[config.mk]
export PLATFORM = sky130hd
export DESIGN_NAME = p2sc_angle
export DESIGN_NICKNAME = d
export VERILOG_FILES = /design/src/sv/p2sc_pkg.sv /design/src/sv/p2sc_angle.sv
export SDC_FILE = /design/constraint.sdc
export NUM_CORES = 1
export LEC_CHECK = 0
export ABC_AREA = 1
export BUFFER_PORTS_ARGS = -buffer_cell sky130_fd_sc_hd__buf_2
export CORE_MARGIN = 10
export CORE_UTILIZATION = 50
export CTS_BUF_LIST = sky130_fd_sc_hd__clkbuf_4
export CTS_CLUSTER_DIAMETER = 200
export DETAILED_ROUTE_END_ITERATION = 6
export PLACE_DENSITY = 0.69
export SYNTH_ARGS = -nofsm -noshare
export SYNTH_HDL_FRONTEND = slang
export SYNTH_SLANG_ARGS = --single-unit
export TNS_END_PERCENT = 5
[constraint.sdc]
create_clock -name i_clk -period 8.4 [get_ports i_clk]
set_input_delay 1.68 -clock i_clk [delete_from_list [all_inputs] [get_ports i_clk]]
set_output_delay 1.68 -clock i_clk [all_outputs]
set_load 0.01 [all_outputs]
[src/sv/p2sc_pkg.sv]
// Shared types and constants of the polar to scaled Cartesian converter.
// Fixed-point widths, angle constants and the CORDIC arctangent table.
// No dependencies.
`default_nettype none

package p2sc_pkg;

    // input and output field widths
    localparam int DIST_W  = 16;
    localparam int BEAR_W  = 15;
    localparam int POS_W   = 21;
    localparam int SCALE_W = 4;

    // stream word widths, padded to bytes
    localparam int IN_TDATA_W  = 32;
    localparam int OUT_TDATA_W = 48;

    // configuration port
    localparam int CFG_IDX_W  = 2;
    localparam logic [CFG_IDX_W-1:0] CFG_X_SCALE = 2'd0;
    localparam logic [CFG_IDX_W-1:0] CFG_Y_SCALE = 2'd1;
    localparam logic [SCALE_W-1:0] X_SCALE_RST = 4'd6;
    localparam logic [SCALE_W-1:0] Y_SCALE_RST = 4'd9;

    // angle in 1/64 degree
    localparam int ANG_W = 16;
    localparam int MAG_W = 13;
    localparam logic [BEAR_W-1:0] TURN_U   = 15'd23040;
    localparam logic signed [ANG_W-1:0] TURN    = 16'sd23040;
    localparam logic signed [ANG_W-1:0] HALF    = 16'sd11520;
    localparam logic signed [ANG_W-1:0] QUARTER = 16'sd5760;

    // 1/64 degree to Q46 radians, CORDIC gain in Q30
    localparam int DEG_K_W  = 35;
    localparam int GAIN_W   = 30;
    localparam logic [DEG_K_W-1:0] DEG64_TO_Q46 = 35'd19190098068;
    localparam logic [GAIN_W-1:0]  GAIN_Q30     = 30'd652032874;
    localparam int ZPROD_W = MAG_W + DEG_K_W;
    localparam int X0_W    = DIST_W + GAIN_W;

    // datapath widths: x/y up to distance * 2^30, z up to pi/2 in Q30
    localparam int XW = 49;
    localparam int ZW = 34;
    localparam int PW = XW + SCALE_W + 1;

    localparam logic [POS_W-1:0] OUT_LIMIT = 21'd983025;

    localparam int ATAN_LEN = 24;
    localparam int ATAN_W   = 31;
    localparam logic [ATAN_W-1:0] ATAN_Q30 [0:ATAN_LEN-1] = '{
        31'd843314856, 31'd497837829, 31'd263043836, 31'd133525158,
        31'd67021686,  31'd33543515,  31'd16775850,  31'd8388437,
        31'd4194282,   31'd2097149,   31'd1048575,   31'd524287,
        31'd262143,    31'd131071,    31'd65535,     31'd32767,
        31'd16383,     31'd8191,      31'd4095,      31'd2047,
        31'd1023,      31'd511,       31'd255,       31'd127
    };

    typedef struct packed {
        logic negt;
        logic flip;
    } t_side;

    typedef struct packed {
        logic signed [XW-1:0] x;
        logic signed [XW-1:0] y;
        logic signed [ZW-1:0] z;
        t_side                side;
    } t_cw;

endpackage

`default_nettype wire

[src/sv/p2sc_angle.sv]
// Angle front end: folds the bearing into +-90 degrees, converts it to Q30
// radians and loads the CORDIC start vector. Two register stages.
// Depends on p2sc_pkg.
`default_nettype none

module p2sc_angle (
    input  wire                            i_clk,
    input  wire                            i_rst_n,
    input  wire                            i_en,
    input  wire                            i_valid,
    input  wire  [p2sc_pkg::DIST_W-1:0]    i_distance,
    input  wire  [p2sc_pkg::BEAR_W-1:0]    i_bearing,
    output logic                           o_valid,
    output p2sc_pkg::t_cw                  o_word
);

    // stage 1: fold
    logic                           r_v1;
    logic [p2sc_pkg::DIST_W-1:0]    r_dist;
    logic [p2sc_pkg::MAG_W-1:0]     r_mag;
    p2sc_pkg::t_side                r_side;

    logic [p2sc_pkg::BEAR_W-1:0]        b;
    logic signed [p2sc_pkg::ANG_W-1:0]  t;
    logic signed [p2sc_pkg::ANG_W-1:0]  t_abs;
    logic [p2sc_pkg::MAG_W-1:0]         n_mag;
    p2sc_pkg::t_side                    n_side;

    always_comb begin
        b = (i_bearing >= p2sc_pkg::TURN_U) ? i_bearing - p2sc_pkg::TURN_U : i_bearing;
        t = $signed({1'b0, b}) - p2sc_pkg::QUARTER;
        if (t > p2sc_pkg::HALF) begin
            t = t - p2sc_pkg::TURN;
        end
        n_side.flip = 1'b0;
        if (t > p2sc_pkg::QUARTER) begin
            t = t - p2sc_pkg::HALF;
            n_side.flip = 1'b1;
        end else if (t < -p2sc_pkg::QUARTER) begin
            t = t + p2sc_pkg::HALF;
            n_side.flip = 1'b1;
        end
        n_side.negt = t[p2sc_pkg::ANG_W-1];
        t_abs = n_side.negt ? -t : t;
        n_mag = t_abs[p2sc_pkg::MAG_W-1:0];
    end

    // stage 2: radians and start vector
    logic                            r_v2;
    p2sc_pkg::t_cw                   r_word;
    logic [p2sc_pkg::ZPROD_W-1:0]    zprod;
    logic [p2sc_pkg::ZPROD_W-1:0]    zrnd;
    logic [p2sc_pkg::X0_W-1:0]       x0;
    p2sc_pkg::t_cw                   n_word;

    always_comb begin
        zprod = p2sc_pkg::ZPROD_W'(r_mag) * p2sc_pkg::ZPROD_W'(p2sc_pkg::DEG64_TO_Q46);
        zrnd  = zprod + p2sc_pkg::ZPROD_W'(32768);
        x0    = p2sc_pkg::X0_W'(r_dist) * p2sc_pkg::X0_W'(p2sc_pkg::GAIN_Q30);
        n_word.x    = $signed({{(p2sc_pkg::XW-p2sc_pkg::X0_W){1'b0}}, x0});
        n_word.y    = '0;
        n_word.z    = $signed({{(p2sc_pkg::ZW-(p2sc_pkg::ZPROD_W-16)){1'b0}},
                               zrnd[p2sc_pkg::ZPROD_W-1:16]});
        n_word.side = r_side;
    end

    always_ff @(posedge i_clk) begin
        if (!i_rst_n) begin
            r_v1 <= 1'b0;
            r_v2 <= 1'b0;
        end else if (i_en) begin
            r_v1 <= i_valid;
            r_v2 <= r_v1;
        end
    end

    always_ff @(posedge i_clk) begin
        if (i_en) begin
            r_dist <= i_distance;
            r_mag  <= n_mag;
            r_side <= n_side;
            r_word <= n_word;
        end
    end

    assign o_valid = r_v2;
    assign o_word  = r_word;

endmodule

`default_nettype wire

# After elaboration in Yosys (flattened, before gate mapping)
# Index checks and enable logic that the tools add are counted.
[word_totals] regBits=112 latchBits=0 ramBits=0 romBits=0 inputBits=35 elab_cells=29 memories=0
[classes] n_addsub=7 multipliers=2 div=0 magnitude_cmp=4 eq_ne=0 n_shift=0 n_mux=6 bitwise=0 n_reduce_logical=0
[op_table] operator="adder 48 x 16 -> 48 bit, second input constant" count=1
[op_table] operator="two-way mux 16 bit" count=3
[op_table] operator="multiplier 13 x 33 -> 46 bit, second input constant" count=1
[op_table] operator="multiplier 16 x 29 -> 45 bit, second input constant" count=1
[op_table] operator="adder 16 x 15 -> 16 bit, second input constant" count=1
[op_table] operator="> comparator 16 x 14 -> 1 bit, second input constant" count=1
[op_table] operator="> comparator 16 x 15 -> 1 bit, second input constant" count=1
[op_table] operator="less-than comparator 16 x 14 -> 1 bit, second input constant" count=1
[op_table] operator="subtractor 15 x 13 -> 16 bit, second input constant" count=1
[op_table] operator="subtractor 16 x 15 -> 16 bit, second input constant" count=1
[op_table] operator="subtractor 16 bit, second input constant" count=1
[op_table] operator=">= comparator 15 bit, second input constant" count=1
[op_table] operator="two-way mux 15 bit" count=1
[op_table] operator="subtractor 15 bit, second input constant" count=1
[op_table] operator="two-way mux 13 bit" count=1
[op_table] operator="negator 13 bit" count=1
[op_table] operator="two-way mux 1 bit" count=1

# Logic depth before layout (Yosys ltp)
[depth] ltp_word=10 depth_mapped=37

# Worst setup path before layout
# Ideal clock, no wire load.
[synth_timing] path_kind="register to register" start="reg r_dist[11] (netlist name)" end="reg r_word, in the netlist o_word[130], data pin" setup_ps=276 t_arrival_ps=5678 slack_ps=2446 stages_incl_launch_ff=23 n_path_buf=0 period_less_slack_ps=5954 path_cell_list="edfxtp_1 > ha_1 > inv_1 > fa_1 > inv_1 > fa_1 > fa_1 > fa_1 > fa_1 > ha_1 > a21oi_1 > o21ai_0 > a211oi_1 > o21ai_0 > a21oi_1 > o31ai_1 > nand2_1 > nand3_1 > a21oi_1 > o21ai_0 > nand2_1 > o311ai_0 > xor2_1"
[synth_lines] item="start: declaration" line_no="p2sc_angle.sv:19" rtl="logic [p2sc_pkg::DIST_W-1:0] r_dist;"
[synth_lines] item="start signal: assignment" line_no="p2sc_angle.sv:79" rtl="r_dist <= i_distance;"
[synth_lines] item="end signal: assignment" line_no="p2sc_angle.sv:82" rtl="r_word <= n_word;"
[synth_lines] item="end: declaration" line_no="p2sc_angle.sv:50" rtl="p2sc_pkg::t_cw r_word;"

==> flow_summary.yaml <==
clock_tree:
  clk_pin_slew_worst_paths_ns: 0.22
  cts_setup_buffers: 0
  cts_resized: 0
  h-tree-depth: 3
  root_buffer: "clkbuf_4"
  cts_made_buffers: 9
  cts_tree: "built"
  clock_path_buffers: 2
  cts_sinks: 112
  clock_latency_ns: 0.63
  postCtsHoldBufs: 0
min_path:
  hp-class: "register to register"
  min-delay-start: "n_word[1]"
  holdPathStages: 0
detailed_routing:
  ant_nets: 0
  vias_per_cell: 5.107
  drt_first_iter_violations: 931
  drc_errors: 0
  dr.pass1.iters: 7
  wirelength_um: 52690
  num_vias: 14230
  routedWlPerCell_um: 18.90
floorplan:
  fp.dieH_um: 219.9
  ios: 170
  start_util: 0.5041
  core_area_um2: 39640
  row_count: 73
  die_area_um2: 48360
  die_w_um: 219.9
sta:
  hold_viol_final: 0
  finalCriticalPeriod_ns: 7.027
  maxSlewHeadroom: 0.4159
  fmax_mhz: 142.3
  finClkSkew_ns: 0.03706
  period_share: 0.8365
  tightestPinTransition_ns: 0.8762
  tns_ns: 0
  slew_viol_final: 0
  rsz0062_at_grt: "false"
  setup_violations: 0
setup_path:
  path_max_fanout: 7
  path_delay_family: "adder cells"
  crit_arrival_ns: 7.43
  required_ns: 8.81
  crit_type: "register to register"
  end_kind: "register"
  cpPeakStageDelay_ns: 0.62
  rr_worst_depth: 22
  timing.rr.end: "o_word[130]"
  startpoint_type: "register"
  r2r_slack_ns: 1.37
  crit_path_start: "r_dist[11]"
  crit_end: "o_word[130]"
  cp.depth: 22
  crit_top_cell: "fa_1"
  slowest_stage: "edfxtp_1"
  path_cells: "ha_1, inv_1, fa_1, inv_1, fa_1, fa_1, fa_1, fa_1, ha_1, a21oi_1, o21ai_0, a211oi_1, o21ai_0, a21oi_1, o31ai_1, nand2_1, nand3_1, a21oi_1, o21ai_0, nand2_1, o311ai_0, xor2_1"
  reg2reg_from: "r_dist[11]"
  critPathBufInv: 2
place:
  port_buffers: 114
  place_congestion: 1.012
  hpwl_um: 46500
synthesis:
  yosys.area.top_type: "fa_1"
  synth_cells: 2131
  synth_area_um2: 19980
  synth_cell_type_count: 47
  synth-edff-count: 110
  syn_avg_cell_area_um2: 9.377
  ys_async_sr_fraction: 0
  ys_seq_area_frac: 0.1673
  synth_top_area_share: 0.3076
  synth_flop_cell: "edfxtp_1"
  yosysWarnings: 0
  ys_ff_latch: 112
  yosys-top-cells-area: "fa_1, ha_1, edfxtp_1"
run_status:
  status: "completed"
cells_and_area:
  syn_to_final_growth_pct: 5.854
  fin_nets: 2894
  drive_gt1_frac: 0.07917
global_route:
  antenna_found_initial: 1
  grt_usage: 0.2260
  grt_pass1_wl_um: 83270
  grt_pass1_vias: 15340
  grt_max_degree: 65
  grt_overflow: 0
flow_run:
  cap_violations: 0
## cells by family after synthesis
family / share of synthesized area
buf+inv: 0.1227
simple gates: 0.1075
compound gates: 0.05942
fa+ha+maj: 0.4929
xor+xnor: 0.04997
other cells: 0.0001877
flops: 0.1673
## worst min-delay path by stage
stage | end | slack (ns)
after floorplan | o_word[0] | 0.40
after global placement | o_word[1] | 0.40
after detailed placement | o_word[1] | 0.44
after CTS | o_word[1] | 0.48
after global routing | o_word[0] | 0.49
final | o_word[1] | 0.46
## flip-flops by register name, indices dropped and copies added (netlist names)
signal   cells
o_valid      1
r_dist      16
o_word      79
r_v1         1
n_word       2
r_mag       13
## cell usage after synthesis, types with 2 or more instances
library cell    n
nor4_1          4
nand3_2         2
a211oi_1        4
o21ai_0        48
o21ai_1         7
inv_2          11
nand2_1       218
o21bai_1        2
a21o_1          7
o31ai_1         3
nand4_1        13
o211ai_1        9
nor2_1        137
a31oi_1         9
and3_1          3
a21oi_1       105
buf_4          55
nand3b_1        5
edfxtp_1      110
fa_1          307
xnor2_1        28
nand3_1        66
xor2_1         86
or2_2           3
ha_1          296
o21ai_2         5
nand2_4         2
dfxtp_1         2
nor3_1         17
o21a_1          4
nand2_2        17
nor2_2          3
inv_1         529
## placed cells by master, fill, tap and decap left out, types with 2 or more instances in the layout
master,Yosys,layout
a31oi_1,9,9
o21ai_2,5,5
buf_2,0,113
inv_6,1,2
dfxtp_1,2,2
o21ai_1,7,7
nor4_1,4,4
a211oi_1,4,4
edfxtp_1,110,110
nor2_2,3,3
nand4_1,13,13
buf_4,55,2
xor2_1,86,86
nand2_2,17,17
a21oi_1,105,105
inv_8,0,2
inv_1,529,529
nand3b_1,5,5
clkinv_4,0,2
clkbuf_4,0,9
o21a_1,4,4
xnor2_1,28,28
nand2_4,2,2
fa_1,307,307
or2_2,3,3
nand3_2,2,2
ha_1,296,296
nand3_1,66,66
and3_1,3,3
o21bai_1,2,2
inv_2,11,11
conb_1,1,55
nand2_1,218,218
a21o_1,7,7
nor2_1,137,137
o211ai_1,9,9
nor3_1,17,17
o21ai_0,48,48
o31ai_1,3,3
## cell type report
class	instances	area [um2]
tap	525	656.9
fill	3674	18490
antenna	1	2.502
inverter	542	2039
clock buffer	9	67.56
sequential	112	3343
timing repair buffer	115	580.6
clock inverter	7	72.57
multi-input combinational	1476	14390
## worst register-to-register path: stages (launching register included)
cell and delay, ns:
edfxtp_1 0.62, ha_1 0.47, inv_1 0.12, fa_1 0.59, inv_1 0.11, fa_1 0.51
fa_1 0.52, fa_1 0.51, fa_1 0.49, ha_1 0.36, a21oi_1 0.26, o21ai_0 0.12
a211oi_1 0.22, o21ai_0 0.11, a21oi_1 0.51, o31ai_1 0.22, nand2_1 0.10, nand3_1 0.10
a21oi_1 0.27, o21ai_0 0.20, nand2_1 0.09, o311ai_0 0.15, xor2_1 0.17
## through the flow
stage          setup WS (ns)  instance area [um2]  instances  utilization  hold slack (ns)
6_report               1.373                21150       2787       0.5336           0.4637
2_1_floorplan          2.446                20190       2185            -           0.4003
5_1_grt               0.8606                21150       2787       0.5336           0.4933
3_5_place_dp           1.338                21010       2770       0.5300           0.4377
3_3_place_gp           1.383                21010       2770       0.5300           0.4036
4_1_cts                1.315                21150       2786       0.5336           0.4752
## metal layers
layer	GRT usage	wire length, um	share of wire	vias up
li1	-	-	-	6807
met1	0.3064	23790	0.45	6983
met2	0.3613	24230	0.46	406
met3	0.04593	3600	0.068	38
met4	0.06277	1062	0.020	0
met5	0	0	0	-
Power is left out: the tool's default activity adds up to more than one toggle a clock period on the data nets, which glitch-free logic cannot reach.
