===== config.mk =====
export PLATFORM = sky130hd
export DESIGN_NAME = p2sc_scale
export DESIGN_NICKNAME = d
export VERILOG_FILES = /design/src/sv/p2sc_pkg.sv /design/src/sv/p2sc_scale.sv
export SDC_FILE = /design/constraint.sdc
export NUM_CORES = 1
export LEC_CHECK = 0
export ABC_AREA = 1
export BUFFER_PORTS_ARGS = -buffer_cell sky130_fd_sc_hd__buf_2
export CORE_UTILIZATION = 58
export DETAILED_ROUTE_END_ITERATION = 10
export PLACE_DENSITY_LB_ADDON = 0.25
export SETUP_SLACK_MARGIN = 0.05
export SLEW_MARGIN = 10
export SYNTH_ARGS = -nofsm -noshare
export SYNTH_HDL_FRONTEND = slang
export SYNTH_SLANG_ARGS = --single-unit

===== constraint.sdc =====
create_clock -name i_clk -period 6.2 [get_ports i_clk]
set_input_delay 0 -clock i_clk [delete_from_list [all_inputs] [get_ports i_clk]]
set_output_delay 0 -clock i_clk [all_outputs]
set_load 0.05 [all_outputs]

===== src/sv/p2sc_pkg.sv =====
// Shared types and constants of the polar to scaled Cartesian converter.
// Fixed-point widths, angle constants and the CORDIC arctangent table.
// No dependencies.
`default_nettype none

package p2sc_pkg;

    // input and output field widths
    localparam int DIST_W  = 16;
    localparam int BEAR_W  = 15;
    localparam int POS_W   = 21;
    localparam int SCALE_W = 4;

    // stream word widths, padded to bytes
    localparam int IN_TDATA_W  = 32;
    localparam int OUT_TDATA_W = 48;

    // configuration port
    localparam int CFG_IDX_W  = 2;
    localparam logic [CFG_IDX_W-1:0] CFG_X_SCALE = 2'd0;
    localparam logic [CFG_IDX_W-1:0] CFG_Y_SCALE = 2'd1;
    localparam logic [SCALE_W-1:0] X_SCALE_RST = 4'd6;
    localparam logic [SCALE_W-1:0] Y_SCALE_RST = 4'd9;

    // angle in 1/64 degree
    localparam int ANG_W = 16;
    localparam int MAG_W = 13;
    localparam logic [BEAR_W-1:0] TURN_U   = 15'd23040;
    localparam logic signed [ANG_W-1:0] TURN    = 16'sd23040;
    localparam logic signed [ANG_W-1:0] HALF    = 16'sd11520;
    localparam logic signed [ANG_W-1:0] QUARTER = 16'sd5760;

    // 1/64 degree to Q46 radians, CORDIC gain in Q30
    localparam int DEG_K_W  = 35;
    localparam int GAIN_W   = 30;
    localparam logic [DEG_K_W-1:0] DEG64_TO_Q46 = 35'd19190098068;
    localparam logic [GAIN_W-1:0]  GAIN_Q30     = 30'd652032874;
    localparam int ZPROD_W = MAG_W + DEG_K_W;
    localparam int X0_W    = DIST_W + GAIN_W;

    // datapath widths: x/y up to distance * 2^30, z up to pi/2 in Q30
    localparam int XW = 49;
    localparam int ZW = 34;
    localparam int PW = XW + SCALE_W + 1;

    localparam logic [POS_W-1:0] OUT_LIMIT = 21'd983025;

    localparam int ATAN_LEN = 24;
    localparam int ATAN_W   = 31;
    localparam logic [ATAN_W-1:0] ATAN_Q30 [0:ATAN_LEN-1] = '{
        31'd843314856, 31'd497837829, 31'd263043836, 31'd133525158,
        31'd67021686,  31'd33543515,  31'd16775850,  31'd8388437,
        31'd4194282,   31'd2097149,   31'd1048575,   31'd524287,
        31'd262143,    31'd131071,    31'd65535,     31'd32767,
        31'd16383,     31'd8191,      31'd4095,      31'd2047,
        31'd1023,      31'd511,       31'd255,       31'd127
    };

    typedef struct packed {
        logic negt;
        logic flip;
    } t_side;

    typedef struct packed {
        logic signed [XW-1:0] x;
        logic signed [XW-1:0] y;
        logic signed [ZW-1:0] z;
        t_side                side;
    } t_cw;

endpackage

`default_nettype wire


===== src/sv/p2sc_scale.sv =====
// Back end: restores quadrant signs, applies the scale gains, then rounds
// Q30 to integers with saturation. Two register stages. Depends on p2sc_pkg.
`default_nettype none

module p2sc_scale (
    input  wire                                i_clk,
    input  wire                                i_rst_n,
    input  wire                                i_en,
    input  wire                                i_valid,
    input  wire p2sc_pkg::t_cw                 i_word,
    input  wire  [p2sc_pkg::SCALE_W-1:0]       i_x_scale,
    input  wire  [p2sc_pkg::SCALE_W-1:0]       i_y_scale,
    output logic                               o_valid,
    output logic signed [p2sc_pkg::POS_W-1:0]  o_pos_x,
    output logic signed [p2sc_pkg::POS_W-1:0]  o_pos_y
);

    // stage 1: signs and gains
    logic                            r_v1;
    logic signed [p2sc_pkg::PW-1:0]  r_p;
    logic signed [p2sc_pkg::PW-1:0]  r_q;
    logic signed [p2sc_pkg::XW-1:0]  s;
    logic signed [p2sc_pkg::XW-1:0]  c;
    logic signed [p2sc_pkg::PW-1:0]  n_p;
    logic signed [p2sc_pkg::PW-1:0]  n_q;

    always_comb begin
        s = i_word.side.negt ? -i_word.y : i_word.y;
        c = i_word.x;
        if (i_word.side.flip) begin
            s = -s;
            c = -c;
        end
        n_p = $signed({{(p2sc_pkg::PW-p2sc_pkg::SCALE_W){1'b0}}, i_x_scale})
              * p2sc_pkg::PW'(s);
        n_q = $signed({{(p2sc_pkg::PW-p2sc_pkg::SCALE_W){1'b0}}, i_y_scale})
              * p2sc_pkg::PW'(c);
    end

    // stage 2: round half away from zero, saturate
    function automatic logic signed [p2sc_pkg::POS_W-1:0] round_sat(
        input logic signed [p2sc_pkg::PW-1:0] v
    );
        logic                     neg;
        logic [p2sc_pkg::PW-1:0]  mag;
        logic [p2sc_pkg::PW-1:0]  rnd;
        logic [p2sc_pkg::POS_W-1:0] lim;
        neg = v[p2sc_pkg::PW-1];
        mag = neg ? p2sc_pkg::PW'(-v) : p2sc_pkg::PW'(v);
        rnd = (mag + (p2sc_pkg::PW'(1) << 29)) >> 30;
        lim = (rnd > p2sc_pkg::PW'(p2sc_pkg::OUT_LIMIT)) ? p2sc_pkg::OUT_LIMIT
                                                          : rnd[p2sc_pkg::POS_W-1:0];
        return neg ? -$signed(lim) : $signed(lim);
    endfunction

    logic                               r_v2;
    logic signed [p2sc_pkg::POS_W-1:0]  r_px;
    logic signed [p2sc_pkg::POS_W-1:0]  r_py;

    always_ff @(posedge i_clk) begin
        if (!i_rst_n) begin
            r_v1 <= 1'b0;
            r_v2 <= 1'b0;
        end else if (i_en) begin
            r_v1 <= i_valid;
            r_v2 <= r_v1;
        end
    end

    always_ff @(posedge i_clk) begin
        if (i_en) begin
            r_p  <= n_p;
            r_q  <= n_q;
            r_px <= round_sat(r_p);
            r_py <= round_sat(r_q);
        end
    end

    assign o_valid = r_v2;
    assign o_pos_x = r_px;
    assign o_pos_y = r_py;

endmodule

`default_nettype wire


* Word level (Yosys, flattened, before mapping) *
Cells that the tools add are included.

operators by class
  add/sub/neg operators = 9
  multiply operators = 2
  magnitude comparators = 2
  muxes and demuxes = 9

operator list
  kind                                                   number
  2-to-1 mux 49 bit                                      3
  negator 49 bit                                         3
  adder 54 x 30 -> 54 bit (second input constant)        2
  multiplier 5 x 49 -> 54 bit                            2
  2-to-1 mux 54 bit                                      2
  negator 54 bit                                         2
  2-to-1 mux 21 bit                                      4
  > comparator 24 x 20 -> 1 bit (second input constant)  2
  negator 21 bit                                         2

word-level totals
  flip-flop bits (word level) = 152
  input bits = 146
  output and inout port bits = 43
  logic and storage cells = 28

* Depth between registers and ports, before layout *
Gate-level depths: netlist of run 1.

  word-level depth = 7
  gate-level depth with buffers = 40
  gate-level depth less buffers = 40

* Least setup slack after synthesis of run 1 *
Ideal clock, no wire load.

  path kind = in2reg
  start point = input port i_word[36] (netlist bit)
  end point = register r_p[52] (netlist bit) (data pin)
  setup time = 0.262 ns
  arrival time = 5.493 ns
  data required time = 5.938 ns
  setup slack = 0.445 ns
  stages = 38
  buffers on the path = 0
  cell sequence = inv_1 -> ha_1 -> nand2_1 -> nor2_1 -> inv_1 -> nand2_1 -> xor2_1 -> nor2_1 -> nand2_1 -> nor3_2 -> nand2_1 -> nor3_2 -> nand4_1 -> nor2_2 -> nand4_1 -> nor2_2 -> nand4_1 -> inv_1 -> (+2 left out) -> xor2_1 -> inv_1 -> nor2_1 -> ha_1 -> fa_1 -> inv_1 -> fa_1 -> inv_1 -> ha_1 -> a21oi_1 -> inv_1 -> a31oi_1 -> o221ai_1 -> a21oi_1 -> o21ai_1 -> a21boi_0 -> o21ai_1 -> xor2_1

on the way
  cells in the longest elaborated chain, start to end = 5

ends and longest elaborated chain
  item                           line              RTL
  from (decl)                    p2sc_scale.sv:10  input wire p2sc_pkg::t_cw i_word,
  negator 49 bit                 p2sc_scale.sv:28  s = i_word.side.negt ? -i_word.y : i_word.y;
  2-to-1 mux 49 bit *            p2sc_scale.sv:28
  negator 49 bit                 p2sc_scale.sv:31  s = -s;
  2-to-1 mux 49 bit *            p2sc_scale.sv:30  if (i_word.side.flip) begin
  multiplier 5 x 49 -> 54 bit *  p2sc_scale.sv:35  * p2sc_pkg::PW'(s);
  named net n_p (one bit)        p2sc_scale.sv:24  logic signed [p2sc_pkg::PW-1:0] n_p;
  to (signal assigned)           p2sc_scale.sv:72  r_p <= n_p;
  to (decl)                      p2sc_scale.sv:20  logic signed [p2sc_pkg::PW-1:0] r_p;

Mark *: on every way through the listed nets, which the timed path passes. The rest lies on a longest branch.
A chain may end at the register's enable or synchronous reset.

* Worst setup path after layout of run 1 *
  start point = input port i_word[36] (netlist bit)
  end point = register r_p[51] (netlist bit) (data pin)

Same word-level chain as after synthesis.

==> results of run 1 <==
stage by stage:
stage / worst slack [ns] / instances / hold slack [ns] / util, %
4_1_cts: 0.0983 / 5323 / 0.0980 / 66.8
3_3_place_gp: -0.230 / 5285 / 0.227 / 65.5
5_1_grt: -0.0755 / 5345 / 0.142 / 68.0
6_report: 0.343 / 5351 / 0.103 / 68.0
3_5_place_dp: -0.339 / 5285 / 0.244 / 65.5
2_1_floorplan: 0.445 / 4352 / 0.112 / -
logic make-up (layout without fill, tap and decap cells):
kind of cell	Yosys count	after routing	synth area share [%]
simple gates	2129	2129	31.4
buf+inv	1020	1388	13.6
fa+ha+maj	416	416	23.5
compound gates	382	382	7.68
xor+xnor	253	253	7.85
flops	152	152	16.0
other cells	0	16	0
worst register-to-register path, delay by kind of cell, from the launching register on:
kind | cells | cell delay (ns)
and+or+nand+nor | 15 | 2.17
DFF | 1 | 0.85
buffers and inverters | 4 | 0.80
AOI/OAI and AO/OA | 2 | 0.51
adders and majority gates | 1 | 0.16
xor gates and xnor gates | 1 | 0.14
flip-flops by register name, indices dropped and copies added (netlist names):
register	flops
r_q	54
r_v1	1
o_pos_y	21
o_valid	1
o_pos_x	21
r_p	54
worst max path at each step:
stage	depth (start not counted)	endpoint	slack [ns]
floorplan	38	r_p[52]	0.45
global placement	36	r_p[51]	-0.23
detailed placement	36	r_p[52]	-0.34
CTS	36	r_p[51]	0.1
global route	32	r_q[53]	-0.08
finish	38	r_p[51]	0.34
cells in the mapped netlist, types with 7 or more instances:
cell type	instances	area [sq um]
inv_2	7	26.3
o221ai_1	8	70.1
o21a_1	8	60.1
o21ai_1	19	95.1
clkbuf_1	58	218
buf_1	8	30.0
or2_2	26	163
o31ai_1	11	82.6
nor2_2	22	138
a31oi_1	41	257
o21bai_1	10	75.1
a21oi_1	155	776
o21ai_0	96	480
ha_1	218	2730
nor4_1	18	113
nand4_1	48	300
nand3b_1	23	173
inv_1	930	3490
fa_1	198	3960
xnor2_1	74	648
nand2_2	21	131
nand2_1	921	3460
xor2_1	178	1560
nand3_1	200	1000
nor2_1	774	2910
edfxtp_1	150	4500
nor3_1	42	210
cell usage in the layout (no fill, tap or decap), drive strengths merged, types with 16 or more instances in the layout:
cell type	synthesis	layout
o21ai	119	119
inv	939	948
fa	198	198
xnor2	74	74
nand2	946	946
edfxtp	150	150
a31oi	41	41
clkbuf	58	18
diode	0	16
or2	29	29
nand3b	24	24
a21oi	157	157
buf	19	407
nand3	206	206
xor2	179	179
nor3	48	48
ha	218	218
nand4	49	49
nor2	800	800
nor4	19	19
repair_timing:
| item | 4_1_cts | 5_1_grt |
|---|---|---|
| hold endpoints to repair | 4 | 0 |
| resized for setup | 0 | 107 |
| setup buffers | 0 | 12 |
| setup endpoints to repair | 0 | 29 |
| hold buffers | 6 | 0 |
metal layers:
metal	track usage, %	share of wire (%)	vias to the layer above
met5	0	0.096	-
met4	12.0	3.8	12
met3	3.44	4.6	182
met2	53.8	50	663
met1	34.7	42	12600
li1	-	-	14100
report_power, final:
group | internal (mW) | switching (mW) | total (mW)
clock | 0.529 | 0.480 | 1.01
sequential | 1.91 | 0.335 | 2.25
combinational | 3.11 | 5.38 | 8.49
area by class of cell:
class	count	area [sq um]	area share, %
antenna	16	40.0	0.123
clock buffer	18	429	1.31
clock inverter	14	128	0.390
inverter	943	3550	10.9
multi-input combinational	3180	20500	62.7
sequential	152	4540	13.9
tap	615	769	2.35
timing repair buffer	413	2740	8.37
==> impl_metrics.env, run 1 <==
export IMPL_critPathArrivalTime_ns=6.03
export IMPL_drive_above_1_share_pct=13.4
export IMPL_post_dp_hpwl_microns=60700
export IMPL_worst_pin_slew_ns=0.867
export IMPL_hold_viol_final=0
export IMPL_vdd_drop_max_uv=184
export IMPL_fill_cells=4331
export IMPL_ys_ff_latch=152
export IMPL_grt_pass1_wl_microns=122000
export IMPL_clk_latency_ns=0.45
export IMPL_gp_congestion=1.00
export IMPL_power_mw=11.7
export IMPL_worstHoldStart="i_en"
export IMPL_cp_num_buf_inv=8
export IMPL_synth_edff_count=150
export IMPL_layout_nets=5269
export IMPL_grt_pass1_vias=26900
export IMPL_critPathSlowestCell="fa_1"
export IMPL_grtUsageTotal_pct=29.3
export IMPL_die_y_microns=224
export IMPL_die_w_microns=224
export IMPL_root_buffer="clkbuf_16"
export IMPL_timing_rr_end="o_pos_x[14]"
export IMPL_stdcell_area_sq_um=32700
export IMPL_synth_flop_cell="edfxtp_1"
export IMPL_yosysWarnings=0
export IMPL_vias=27600
export IMPL_start_util_pct=59.3
export IMPL_grt_overflow=0
export IMPL_period_share_pct=94.5
export IMPL_cts_buffer_depth=2
export IMPL_status="finished clean"
export IMPL_antenna_left=0
export IMPL_crit_fanout=4
export IMPL_max_slew_margin_rel_pct=42.2
export IMPL_min_path_type="in2reg"
export IMPL_cts_sinks=152
export IMPL_cp_start_kind="input pin"
export IMPL_rsz0062_at_grt="true"
export IMPL_fmax_ghz=0.171
export IMPL_r2r_cells=23
export IMPL_rows=80
export IMPL_setup_tns_ns=0
export IMPL_end_kind="flip-flop"
export IMPL_p_leak_nw=17.6
export IMPL_critPathTopFamily="simple AND/OR/NAND/NOR gates"
export IMPL_rrSetupSlack_ns=1.34
export IMPL_drc=0
export IMPL_cts_tree="yes"
export IMPL_startpoint="i_word[36]"
export IMPL_max_cap_viol_count=0
export IMPL_hold_depth=1
export IMPL_critPathMaxStageDelay_ns=0.53
export IMPL_cpMostUsedCell="inv_1"
export IMPL_antenna_found_initial=23
export IMPL_cts_clk_slew_worst_paths_ns=0.07
export IMPL_reg2reg_from="r_p[53]"
export IMPL_crit_required_ns=6.38
export IMPL_portBuffers=154
export IMPL_vias_per_cell=5.15
export IMPL_synth_fp_nets=4914
export IMPL_placed_area_sq_um=31500
export IMPL_numCtsBuffers=17
export IMPL_wl_per_cell_microns=13.4
export IMPL_path_class="in2reg"
export IMPL_fin_crit_ns=5.86
export IMPL_skew_ns=0.0145
export IMPL_drt_wl_total_microns=71800
export IMPL_area_delta_synth_final_pct=14.8
export IMPL_drtIter0Drc=1584
export IMPL_cellPowerDensity_nw_per_um2=359
export IMPL_drtPass1Iterations=8
export IMPL_synthCells=4352
export IMPL_synthesis_area_sq_um=28500
export IMPL_die_area_sq_um=50000
export IMPL_coreArea_sq_um=48000
export IMPL_yosysSeqAreaShare_pct=16.0
export IMPL_syn_area_per_cell_sq_um=6.54
export IMPL_htree_levels=4
export IMPL_final_max_slew_viol_count=0
export IMPL_ios=189
export IMPL_synthArstFlopShare_pct=0
export IMPL_grt_max_degree=97
export IMPL_yosysUniqueCellTypes=68
export IMPL_finalSetupViolations=0
export IMPL_min_to="o_pos_y[2]"
Power figures use the tool's default switching activity.
==> inputs of run 2 (changes only) <==
Settings changed: CTS_BUF_LIST set to sky130_fd_sc_hd__clkbuf_4 sky130_fd_sc_hd__clkbuf_8 sky130_fd_sc_hd__clkbuf_16.
==> impl_metrics.env, run 2 (synthesis results as in run 1) <==
export IMPL_fin_crit_ns=5.86
export IMPL_vdd_drop_max_uv=184
export IMPL_path_class="in2reg"
export IMPL_hold_viol_final=0
export IMPL_portBuffers=154
export IMPL_vias_per_cell=5.16
export IMPL_fin_hold_ws_ns=0.100
export IMPL_drtPass1Iterations=8
export IMPL_critPathArrivalTime_ns=6.03
export IMPL_root_buffer="clkbuf_16"
export IMPL_min_path_type="in2reg"
export IMPL_placed_area_sq_um=31500
export IMPL_area_delta_synth_final_pct=14.8
export IMPL_period_share_pct=94.5
export IMPL_grtUsageTotal_pct=29.3
export IMPL_final_max_slew_viol_count=0
export IMPL_reg2reg_from="r_p[53]"
export IMPL_fill_cells=4330
export IMPL_hold_depth=1
export IMPL_die_area_sq_um=50000
export IMPL_critPathMaxStageDelay_ns=0.53
export IMPL_layout_nets=5269
export IMPL_cellPowerDensity_nw_per_um2=359
export IMPL_coreArea_sq_um=48000
export IMPL_p_leak_nw=17.6
export IMPL_rsz0062_at_grt="true"
export IMPL_worst_pin_slew_ns=0.868
export IMPL_antenna_left=0
export IMPL_min_to="o_pos_y[2]"
export IMPL_reg_top3="r_p (54), r_q (54)"
export IMPL_start_util_pct=59.3
export IMPL_crit_fanout=4
export IMPL_cts_sinks=152
export IMPL_status="finished clean"
export IMPL_cts_tree="yes"
export IMPL_cpMostUsedCell="inv_1"
export IMPL_drive_above_1_share_pct=13.4
export IMPL_post_dp_hpwl_microns=60700
export IMPL_cts_buffer_depth=2
export IMPL_timing_rr_end="o_pos_x[14]"
export IMPL_ios=189
export IMPL_gp_congestion=1.00
export IMPL_drtIter0Drc=1584
export IMPL_numCtsBuffers=17
export IMPL_critPathSlowestCell="fa_1"
export IMPL_die_y_microns=224
export IMPL_crit_required_ns=6.38
export IMPL_grt_pass1_wl_microns=122000
export IMPL_worstHoldStart="i_en"
export IMPL_cts_clk_slew_worst_paths_ns=0.07
export IMPL_grt_max_degree=97
export IMPL_end_kind="flip-flop"
export IMPL_fmax_ghz=0.171
export IMPL_antenna_found_initial=23
export IMPL_vias=27600
export IMPL_drc=0
export IMPL_final_cell_mix="inv_1 (927), nand2_1 (910), nor2_1 (762), buf_4 (253), ha_1 (214)"
export IMPL_r2r_cells=23
export IMPL_stdcell_area_sq_um=32700
export IMPL_wl_per_cell_microns=13.4
export IMPL_grt_pass1_vias=26900
export IMPL_max_slew_margin_rel_pct=42.2
export IMPL_finalSetupViolations=0
export IMPL_cp_start_kind="input pin"
export IMPL_rrSetupSlack_ns=1.33
export IMPL_drt_wl_total_microns=71800
export IMPL_htree_levels=4
export IMPL_skew_ns=0.0156
export IMPL_grt_overflow=0
export IMPL_rows=80
export IMPL_clk_latency_ns=0.45
export IMPL_max_cap_viol_count=0
export IMPL_die_w_microns=224
export IMPL_final_common_cell="inv_1"
-- run 2: layout make-up --
class / count / area [sq um] / area share [%]
multi-input combinational: 3180 / 20500 / 62.7
sequential: 152 / 4540 / 13.9
inverter: 943 / 3550 / 10.9
timing repair buffer: 413 / 2740 / 8.37
tap: 615 / 769 / 2.35
clock buffer: 18 / 433 / 1.32
clock inverter: 14 / 128 / 0.390
antenna: 16 / 40.0 / 0.122
-- run 2: metrics by stage --
stage | util (%) | worst slack, ns | cells | power (mW) | setup TNS [ns]
final | 68.0 | 0.343 | 5351 | 11.7 | 0
after global routing | 68.0 | -0.0755 | 5345 | 12.9 | -0.229
after CTS | 66.8 | 0.0983 | 5323 | 11.5 | 0
after detailed placement | 65.5 | -0.339 | 5285 | 10.5 | -2.54
after global placement | 65.5 | -0.230 | 5285 | 10.3 | -1.06
after floorplan | - | 0.445 | 4352 | 8.08 | 0
-- run 2: worst max path at each step --
stage                           from      end  slack [ns]  depth (start not counted)
after detailed placement  i_word[37]  r_p[52]       -0.34                         36
after global placement    i_word[37]  r_p[51]       -0.23                         36
after floorplan           i_word[36]  r_p[52]        0.45                         38
final                     i_word[36]  r_p[51]        0.34                         38
after global routing      i_word[86]  r_q[53]       -0.08                         32
after CTS                 i_word[37]  r_p[51]         0.1                         36
-- run 2: where the power goes --
part / internal [mW] / leakage (nW) / switching (mW)
sequential: 1.91 / 1.48 / 0.335
combinational: 3.11 / 15.8 / 5.38
clock: 0.533 / 0.272 / 0.480
-- run 2: repair_timing --
action	CTS	global route
setup buffers	0	12
hold buffers	6	0
endpoints found under the hold margin	4	0
resized for setup	0	107
endpoints found under the setup margin	0	29
-- run 2: per-layer routing --
layer / vias to the layer above / wire [microns] / track usage (%)
met2: 654 / 35700 / 53.8
met4: 12 / 2630 / 12.0
li1: 14200 / - / -
met5: - / 69 / 0
met1: 12600 / 30100 / 34.7
met3: 173 / 3220 / 3.44
-- run 2: critical path: cells and delay by family --
kind / cells / cell delay (ns)
AOI/OAI and AO/OA: 2 / 0.36
and+or+nand+nor: 20 / 2.64
buffers and inverters: 8 / 0.62
adders and majority gates: 5 / 1.87
xor gates and xnor gates: 3 / 0.51
